$ cat config.mk
export PLATFORM = sky130hd
export DESIGN_NAME = pcm_cell
export DESIGN_NICKNAME = d
export VERILOG_FILES = /design/src/design/pcm_pkg.sv /design/src/design/pcm_ram.sv /design/src/design/pcm_cell.sv
export SDC_FILE = /design/constraint.sdc
export NUM_CORES = 2
export LEC_CHECK = 0
export ABC_AREA = 0
export BUFFER_PORTS_ARGS = -buffer_cell sky130_fd_sc_hd__buf_4
export CAP_MARGIN = 30
export CORE_MARGIN = 5
export CORE_UTILIZATION = 50
export CTS_BUF_LIST = sky130_fd_sc_hd__clkbuf_16
export CTS_CLUSTER_SIZE = 30
export DETAILED_ROUTE_END_ITERATION = 8
export GPL_ROUTABILITY_DRIVEN = 0
export PLACE_DENSITY = 0.69
export SLEW_MARGIN = 20
export SYNTH_ARGS = -nofsm -noshare
export SYNTH_HDL_FRONTEND = slang
export SYNTH_SLANG_ARGS = --single-unit
export TNS_END_PERCENT = 1
$ cat constraint.sdc
create_clock -name i_clk -period 6 [get_ports i_clk]
set_input_delay 0 -clock i_clk [delete_from_list [all_inputs] [get_ports i_clk]]
set_output_delay 0 -clock i_clk [all_outputs]
set_load 0.05 [all_outputs]
$ cat src/design/pcm_pkg.sv
`timescale 1ns / 1ps
// Shared constants, codes and pipeline types for the pointwise convolution MAC engine.
// No dependencies; the interfaces, the cell, the core and the bench import this package.
package pcm_pkg;

    // Array sizes.
    localparam int MAX_OUT_CH = 16;
    localparam int MAX_IN_CH  = 64;

    // Field widths of the request and result channels.
    localparam int ACTION_W   = 2;
    localparam int OUT_IDX_W  = 4;
    localparam int IN_IDX_W   = 6;
    localparam int SAMPLE_W   = 16;
    localparam int PRESET_W   = 32;
    localparam int RESULT_W   = 32;

    // Internal arithmetic widths.
    localparam int PROD_W     = 2 * SAMPLE_W;
    localparam int ACC_W      = 40;

    // Configuration register widths and port sizes.
    localparam int IN_CNT_W   = 7;
    localparam int OUT_CNT_W  = 5;
    localparam int PIX_W      = 25;
    localparam int PIX_CNT_W  = 24;
    localparam int CFG_IDX_W  = 2;
    localparam int CFG_DATA_W = 25;

    // Derived index widths.
    localparam int CH_ADDR_W  = $clog2(MAX_IN_CH);
    localparam int CELL_IDX_W = $clog2(MAX_OUT_CH);

    // Register reset values and limits.
    localparam logic [IN_CNT_W-1:0]  IN_CH_RESET  = IN_CNT_W'(64);
    localparam logic [OUT_CNT_W-1:0] OUT_CH_RESET = OUT_CNT_W'(16);
    localparam logic [PIX_W-1:0]     PIX_RESET    = PIX_W'(65536);
    localparam logic [PIX_W-1:0]     PIX_LIMIT    = PIX_W'(16777216);

    // Accumulator saturation bounds.
    localparam logic [ACC_W-1:0] ACC_MAX = {1'b0, {(ACC_W-1){1'b1}}};
    localparam logic [ACC_W-1:0] ACC_MIN = {1'b1, {(ACC_W-1){1'b0}}};

    // Result saturation bounds.
    localparam logic [RESULT_W-1:0] RES_MAX = {1'b0, {(RESULT_W-1){1'b1}}};
    localparam logic [RESULT_W-1:0] RES_MIN = {1'b1, {(RESULT_W-1){1'b0}}};

    // Request action codes.
    localparam logic [ACTION_W-1:0] ACT_WEIGHT = 2'd0;
    localparam logic [ACTION_W-1:0] ACT_PRESET = 2'd1;
    localparam logic [ACTION_W-1:0] ACT_SAMPLE = 2'd2;

    // Configuration register indexes.
    localparam logic [CFG_IDX_W-1:0] CFG_IN_CHANNELS  = 2'd0;
    localparam logic [CFG_IDX_W-1:0] CFG_OUT_CHANNELS = 2'd1;
    localparam logic [CFG_IDX_W-1:0] CFG_PIXELS       = 2'd2;

    // One pipeline stage of the accumulate path, broadcast to every cell.
    typedef struct packed {
        logic                 valid;
        logic                 preset;
        logic                 mac;
        logic                 last;
        logic                 frame;
        logic [OUT_IDX_W-1:0] index;
        logic [PRESET_W-1:0]  preset_value;
    } t_stage;

endpackage

$ cat src/design/pcm_ram.sv
`timescale 1ns / 1ps
// Generic single-write, single-read RAM with a registered read port.
// No dependencies.
module pcm_ram #(
    parameter int WIDTH = 16,
    parameter int DEPTH = 64
) (
    input  logic                     i_clk,
    input  logic                     i_we,
    input  logic [$clog2(DEPTH)-1:0] i_waddr,
    input  logic [WIDTH-1:0]         i_wdata,
    input  logic [$clog2(DEPTH)-1:0] i_raddr,
    output logic [WIDTH-1:0]         o_rdata
);

    logic [WIDTH-1:0] r_mem [DEPTH];

    // Write port.
    always_ff @(posedge i_clk) begin
        if (i_we) begin
            r_mem[i_waddr] <= i_wdata;
        end
    end

    // Registered read port.
    always_ff @(posedge i_clk) begin
        o_rdata <= r_mem[i_raddr];
    end

endmodule

$ cat src/design/pcm_cell.sv
`timescale 1ns / 1ps
// One multiply-accumulate cell: the weights of one output channel, its accumulator
// and one slot of the result shift chain. Depends on pcm_pkg and pcm_ram.
module pcm_cell (
    input  logic                           i_clk,
    input  logic                           i_rst_n,
    input  logic                           i_we,
    input  logic [pcm_pkg::CH_ADDR_W-1:0]  i_waddr,
    input  logic [pcm_pkg::SAMPLE_W-1:0]   i_wdata,
    input  logic [pcm_pkg::CH_ADDR_W-1:0]  i_raddr,
    input  logic [pcm_pkg::SAMPLE_W-1:0]   i_sample,
    input  pcm_pkg::t_stage                i_stage,
    input  logic                           i_sel,
    input  logic                           i_active,
    input  logic                           i_shift,
    input  logic [pcm_pkg::ACC_W-1:0]      i_slot_in,
    output logic [pcm_pkg::ACC_W-1:0]      o_slot
);
    import pcm_pkg::*;

    logic [SAMPLE_W-1:0]      w_weight;
    logic signed [PROD_W-1:0] n_prod;
    logic signed [PROD_W-1:0] r_prod;
    logic [ACC_W-1:0]         r_acc;
    logic [ACC_W-1:0]         n_acc;
    logic [ACC_W:0]           w_sum;
    logic [ACC_W-1:0]         w_mac;
    logic [ACC_W-1:0]         r_slot;

    // Weight column of this output channel, indexed by input channel.
    pcm_ram #(
        .WIDTH (SAMPLE_W),
        .DEPTH (MAX_IN_CH)
    ) u_wram (
        .i_clk   (i_clk),
        .i_we    (i_we),
        .i_waddr (i_waddr),
        .i_wdata (i_wdata),
        .i_raddr (i_raddr),
        .o_rdata (w_weight)
    );

    // Product of activation and weight, registered before the add.
    assign n_prod = $signed(i_sample) * $signed(w_weight);

    always_ff @(posedge i_clk) begin
        r_prod <= n_prod;
    end

    // Accumulate with saturation to the accumulator range.
    assign w_sum = {r_acc[ACC_W-1], r_acc}
                 + {{(ACC_W + 1 - PROD_W){r_prod[PROD_W-1]}}, r_prod};

    always_comb begin
        if (w_sum[ACC_W] != w_sum[ACC_W-1]) begin
            w_mac = w_sum[ACC_W] ? ACC_MIN : ACC_MAX;
        end else begin
            w_mac = w_sum[ACC_W-1:0];
        end
    end

    // Presets overwrite, activations add, and the end of a pixel clears.
    always_comb begin
        n_acc = r_acc;
        if (i_stage.valid && i_stage.preset && i_sel) begin
            n_acc = {{(ACC_W - PRESET_W){i_stage.preset_value[PRESET_W-1]}},
                     i_stage.preset_value};
        end
        if (i_stage.valid && i_stage.mac) begin
            if (i_active) begin
                n_acc = w_mac;
            end
            if (i_stage.last) begin
                n_acc = '0;
            end
        end
    end

    always_ff @(posedge i_clk) begin
        if (!i_rst_n) begin
            r_acc <= '0;
        end else begin
            r_acc <= n_acc;
        end
    end

    // Result slot: loaded at the end of a pixel, then shifted towards cell zero.
    always_ff @(posedge i_clk) begin
        if (i_stage.valid && i_stage.mac && i_stage.last) begin
            r_slot <= i_active ? w_mac : r_acc;
        end else if (i_shift) begin
            r_slot <= i_slot_in;
        end
    end

    assign o_slot = r_slot;

endmodule

Word-level counts from Yosys, hierarchy flattened
Memories as Yosys holds them, arrays and structs flattened. A register that Yosys moved wholly into a read port is not among the register bits.
Index checks and enable logic that the tools add are counted.
- add/sub/neg operators: 1
- multiply operators: 1
- equal/unequal tests: 1
- muxes and demuxes: 11
- reduce and logical (&&, ||, !) cells: 5
- operators by type and width (cell ; count):
    40-bit two-way mux ; 9
    40-bit by 32-bit adder with 41-bit output ; 1
    16-bit by 16-bit multiplier with 32-bit output ; 1
    1-bit logical AND ; 4
    1-bit two-way mux ; 2
    2-bit nonzero test ; 1
    1-bit inequality test ; 1
- bits in registers: 112
- memory bits (writable): 1024
- input port bits: 131
- output and inout port bits: 40
- logic and storage cells: 23
- memories: 1
- memories (name ; words ; width ; rd ports ; clocked after Yosys merged registers in ; write ports ; line ; text):
    u_wram.r_mem ; 64 ; 16 ; 1 ; 1 ; 1 ; pcm_ram.sv:16 ; logic [WIDTH-1:0] r_mem [DEPTH];

Depth between registers and ports, before layout
- word-level depth: 6
- mapped depth: 25
- depth with buffers taken out: 24

Cells and area by module
Synthesis repeated with hierarchy kept, for this count alone.
- cells, all modules: 3735
- area total of the unflattened synthesis: 56833.3 µm²
- by module, submodules not included (module ; times used ; cells an instance ; area each (µm²) ; seq. area each (µm²)):
    pcm_ram ; 1 ; 1829 ; 40042.2 ; 31069.8
    pcm_cell ; 1 ; 1906 ; 16791.1 ; 2642.5

Worst setup path before layout
Ideal clock, no wire load.
- kind: reg2reg
- start: register u_wram.o_rdata[1], read port of u_wram.r_mem
- end: register r_prod[31]
- setup time: 0.072 ns
- arrival: 5.725 ns
- required time: 5.928 ns
- slack: 0.203 ns
- stages on the path, launching flop included: 19
- buffers on the path: 1
- period minus slack after synthesis: 5.797 ns
- cells stage by stage: dfxtp_1 clkbuf_1 nand2_1 inv_1 fa_1 fa_1 fa_1 fa_1 fa_1 fa_1 ha_1 a21o_1 a21oi_1 o21ai_0 a21oi_1 nand3_1 a31o_2 a21oi_1 xnor2_1
- word-level cells in the longest chain between the ends: 1
- RTL lines (item ; line ; text):
    start, declared ; pcm_ram.sv:13 ; output logic [WIDTH-1:0] o_rdata
    16-bit by 16-bit multiplier with 32-bit output ; pcm_cell.sv:44 ; assign n_prod = $signed(i_sample) * $signed(w_weight);
    via n_prod[31] ; pcm_cell.sv:22 ; logic signed [PROD_W-1:0] n_prod;
    end signal, assigned ; pcm_cell.sv:47 ; r_prod <= n_prod;
    end, declared ; pcm_cell.sv:23 ; logic signed [PROD_W-1:0] r_prod;
The timed path passes the listed nets, and every way through them passes these cells.
A chain may end at the register's enable or synchronous reset.

Worst setup path in the final report
- start: register u_wram.o_rdata[5], read port of u_wram.r_mem
- end: register r_prod[30]
Same word-level chain as after synthesis.

==> impl_metrics.env <==
export IMPL_crit_path_max_fanout=10
export IMPL_synth_compound_area_frac=0.0418
export IMPL_dieWidth_um=345
export IMPL_drcViolationCount=0
export IMPL_use_met1=0.293
export IMPL_hold_viol_final=0
export IMPL_syn_cell_area_um2=56200
export IMPL_ioPinCount=171
export IMPL_tightest_slew_ns=1.19
export IMPL_dpl_hpwl_um=84500
export IMPL_cts_tree="yes"
export IMPL_slew_violations=0
export IMPL_drt_pass1_iterations=8
export IMPL_finClkSkew_ns=0.0418
export IMPL_vias=31867
export IMPL_vias_per_cell=5.86
export IMPL_synthMuxAreaShare=0.138
export IMPL_met2_usage=0.389
export IMPL_maxSlewHeadroom=0.201
export IMPL_syn_avg_cell_area_um2=16.2
export IMPL_ys_seq_area_frac=0.600
export IMPL_hold_path_class="input pin to flip-flop"
export IMPL_ys_seq_elements=1152
export IMPL_critPathCaptureType="flip-flop"
export IMPL_finalSetupViolations=0
export IMPL_p_leak_nw=23.6
export IMPL_maxCapViolations=0
export IMPL_fin_util=0.578
export IMPL_first_global_vias=32847
export IMPL_insertion_delay_ns=0.72
export IMPL_syn_num_nets=3984
export IMPL_area_delta_synth_final_pct=15.3
export IMPL_syn_inst=3468
export IMPL_clkTransAtPathRegs_ns=0.07
export IMPL_drive_gt1_frac=0.215
export IMPL_dp_cells=5071
export IMPL_fmax_mhz=171
export IMPL_num_rows=123
export IMPL_cts_root_buffer="clkbuf_16"
export IMPL_die_area_um2=119000
export IMPL_h_tree_depth=3
export IMPL_final_common_cell="edfxtp_1"
export IMPL_layoutNonFillerInstCount=5436
export IMPL_synth_simple_area_share=0.0579
export IMPL_async_flop_share=0
export IMPL_synth_xor_area_frac=0.0112
export IMPL_p_per_area_nw_per_um2=584
export IMPL_final_cell_area_um2=64800
export IMPL_fin_setup_tns_ns=0
export IMPL_grt_start_max_net_pins=108
export IMPL_final_nets=4348
export IMPL_synthDistinctLibCells=78
export IMPL_vdd_drop_max_v=0.00157
export IMPL_path_class="flip-flop to flip-flop"
export IMPL_ant_nets=0
export IMPL_start_kind="flip-flop"
export IMPL_fin_crit_sh=0.972
export IMPL_start_util=0.502
export IMPL_pre_cts_slack_ns=0.000731
export IMPL_core_area_um2=112000
export IMPL_gr_total_overflow=0
export IMPL_synthFlopType="edfxtp_1"
export IMPL_worstPathRequired_ns=6.61
export IMPL_layout_common_cells="1064 x edfxtp_1, 336 x mux4_2, 329 x inv_1"
export IMPL_grt_pass1_wl_um=205000
export IMPL_synth_top_family_by_area="multiplexers"
export IMPL_antenna_found_initial=15
export IMPL_met3_usage=0.0490
export IMPL_synth_fa_ha_area_frac=0.121
export IMPL_dieHeight_um=345
export IMPL_grtUsageTotal=0.227
export IMPL_routed_wl_um=136000
export IMPL_cts_buffer_depth=3
export IMPL_yosys_warnings=0
export IMPL_wl_per_cell_um=25.1
export IMPL_portBuffers=165
export IMPL_postLayoutSetupSlackWorst_ns=0.166
export IMPL_cts_sinks=1152
export IMPL_status="finished clean"
export IMPL_busiest_layer="met2"
export IMPL_placed_area_um2=59600
export IMPL_synth_edf_count=1064
export IMPL_cp_arrival_ns=6.44
export IMPL_drt_iter0_drc=3153
export IMPL_cts_buffers=114
export IMPL_period_needed_ns=5.83
[routing by layer]
layer | wire [um] | up-vias
met5 | 109 | -
met3 | 11300 | 251
met1 | 51000 | 16483
li1 | - | 13716
met2 | 69600 | 1407
met4 | 4180 | 10
[final cells by class]
| type | instances | area [um^2] |
|---|---|---|
| fillers | 8497 | 47300 |
| flip-flops and latches | 1152 | 33700 |
| multi-input cells | 1867 | 20900 |
| repair buffers | 409 | 3500 |
| clock buffers | 114 | 2850 |
| well taps | 1500 | 1880 |
| inverters | 288 | 1080 |
| clock inverters | 98 | 743 |
| diodes | 8 | 20.0 |
[flip-flops by register name, summed over array words and instances (netlist names)]
signal	flops
u_wram.o_rdata	16
r_acc	40
r_prod	32
o_slot	40
u_wram.r_mem	1024
[worst paths after layout]
check / start / to / slack, ns / cells after the start
setup / recovery: u_wram.o_rdata[5] / r_prod[30] / 0.17 / 20
hold / removal: i_stage[39] / r_acc[11] / 0.08 / 6
setup reg to reg: u_wram.o_rdata[5] / r_prod[30] / 0.17 / 20
hold reg to reg: r_acc[37] / r_acc[37] / 0.55 / 2
[synthesized netlist by cell type (6+ instances only)]
cell	number	area share
mux2i_1	16	0.0029
fa_1	263	0.094
edfxtp_1	1064	0.57
a211oi_1	17	0.0023
nor2b_1	13	0.0014
nand3_1	35	0.0031
a21oi_1	127	0.011
and2_1	131	0.015
inv_1	287	0.019
a31oi_1	10	0.0011
o21a_1	16	0.0021
buf_1	32	0.0021
buf_2	15	0.0013
nor3_1	17	0.0015
nand2b_1	13	0.0014
mux4_2	336	0.13
o31ai_1	12	0.0016
dfxtp_1	88	0.031
nand4_1	13	0.0014
xor2_1	24	0.0037
clkbuf_1	110	0.0073
a221oi_2	6	0.0016
nor2_1	166	0.011
nand2_1	259	0.017
ha_1	122	0.027
a21o_1	24	0.0032
o21bai_1	11	0.0015
o21ai_0	81	0.0072
o22ai_1	10	0.0011
or3_1	6	0.00067
xnor2_1	48	0.0075
and3_1	14	0.0016
[per-stage QoR]
step	power, W	hold slack, ns
floorplan	0.0254	0.0989
global placement	0.0304	0.277
detailed placement	0.0306	0.277
CTS	0.0376	0.00205
global route	0.0413	0.0942
finish	0.0378	0.0799
[report_power, final]
part,total (W),internal (W),switching [W]
Combinational,0.0215,0.00977,0.0118
Sequential,0.00954,0.00937,0.000172
Clock,0.00673,0.00373,0.00300
Total,0.0378,0.0229,0.0149
[kinds of logic (layout without fill, tap and decap cells)]
kind of cell	after synthesis	after routing
flops	1152	1152
fa+ha+maj	385	385
simple gates	691	691
xor+xnor	72	72
buf+inv	449	909
compound gates	367	367
other cells	0	8
mux	352	352
[critical path, stage by stage (launching register included)]
cell	delay, ns
dfxtp_4	0.39
and2_1	0.18
fa_1	0.50
inv_1	0.05
fa_1	0.52
fa_1	0.43
fa_1	0.51
inv_1	0.05
fa_1	0.60
inv_2	0.06
fa_1	0.48
inv_1	0.07
ha_4	0.22
and3_4	0.17
o211a_1	0.12
o41a_1	0.43
a2111o_1	0.48
nand2_2	0.10
a21oi_1	0.06
nor2_1	0.14
xnor2_1	0.14
[what timing repair did]
item,in CTS,in global routing
setup buffers,0,5
gates resized for setup,2,40
hold endpoints to repair,1225,12
hold buffers,137,1
pin swaps,0,15
endpoints found under the setup margin,2,9
No activity file was read; power rests on OpenSTA's default activity.
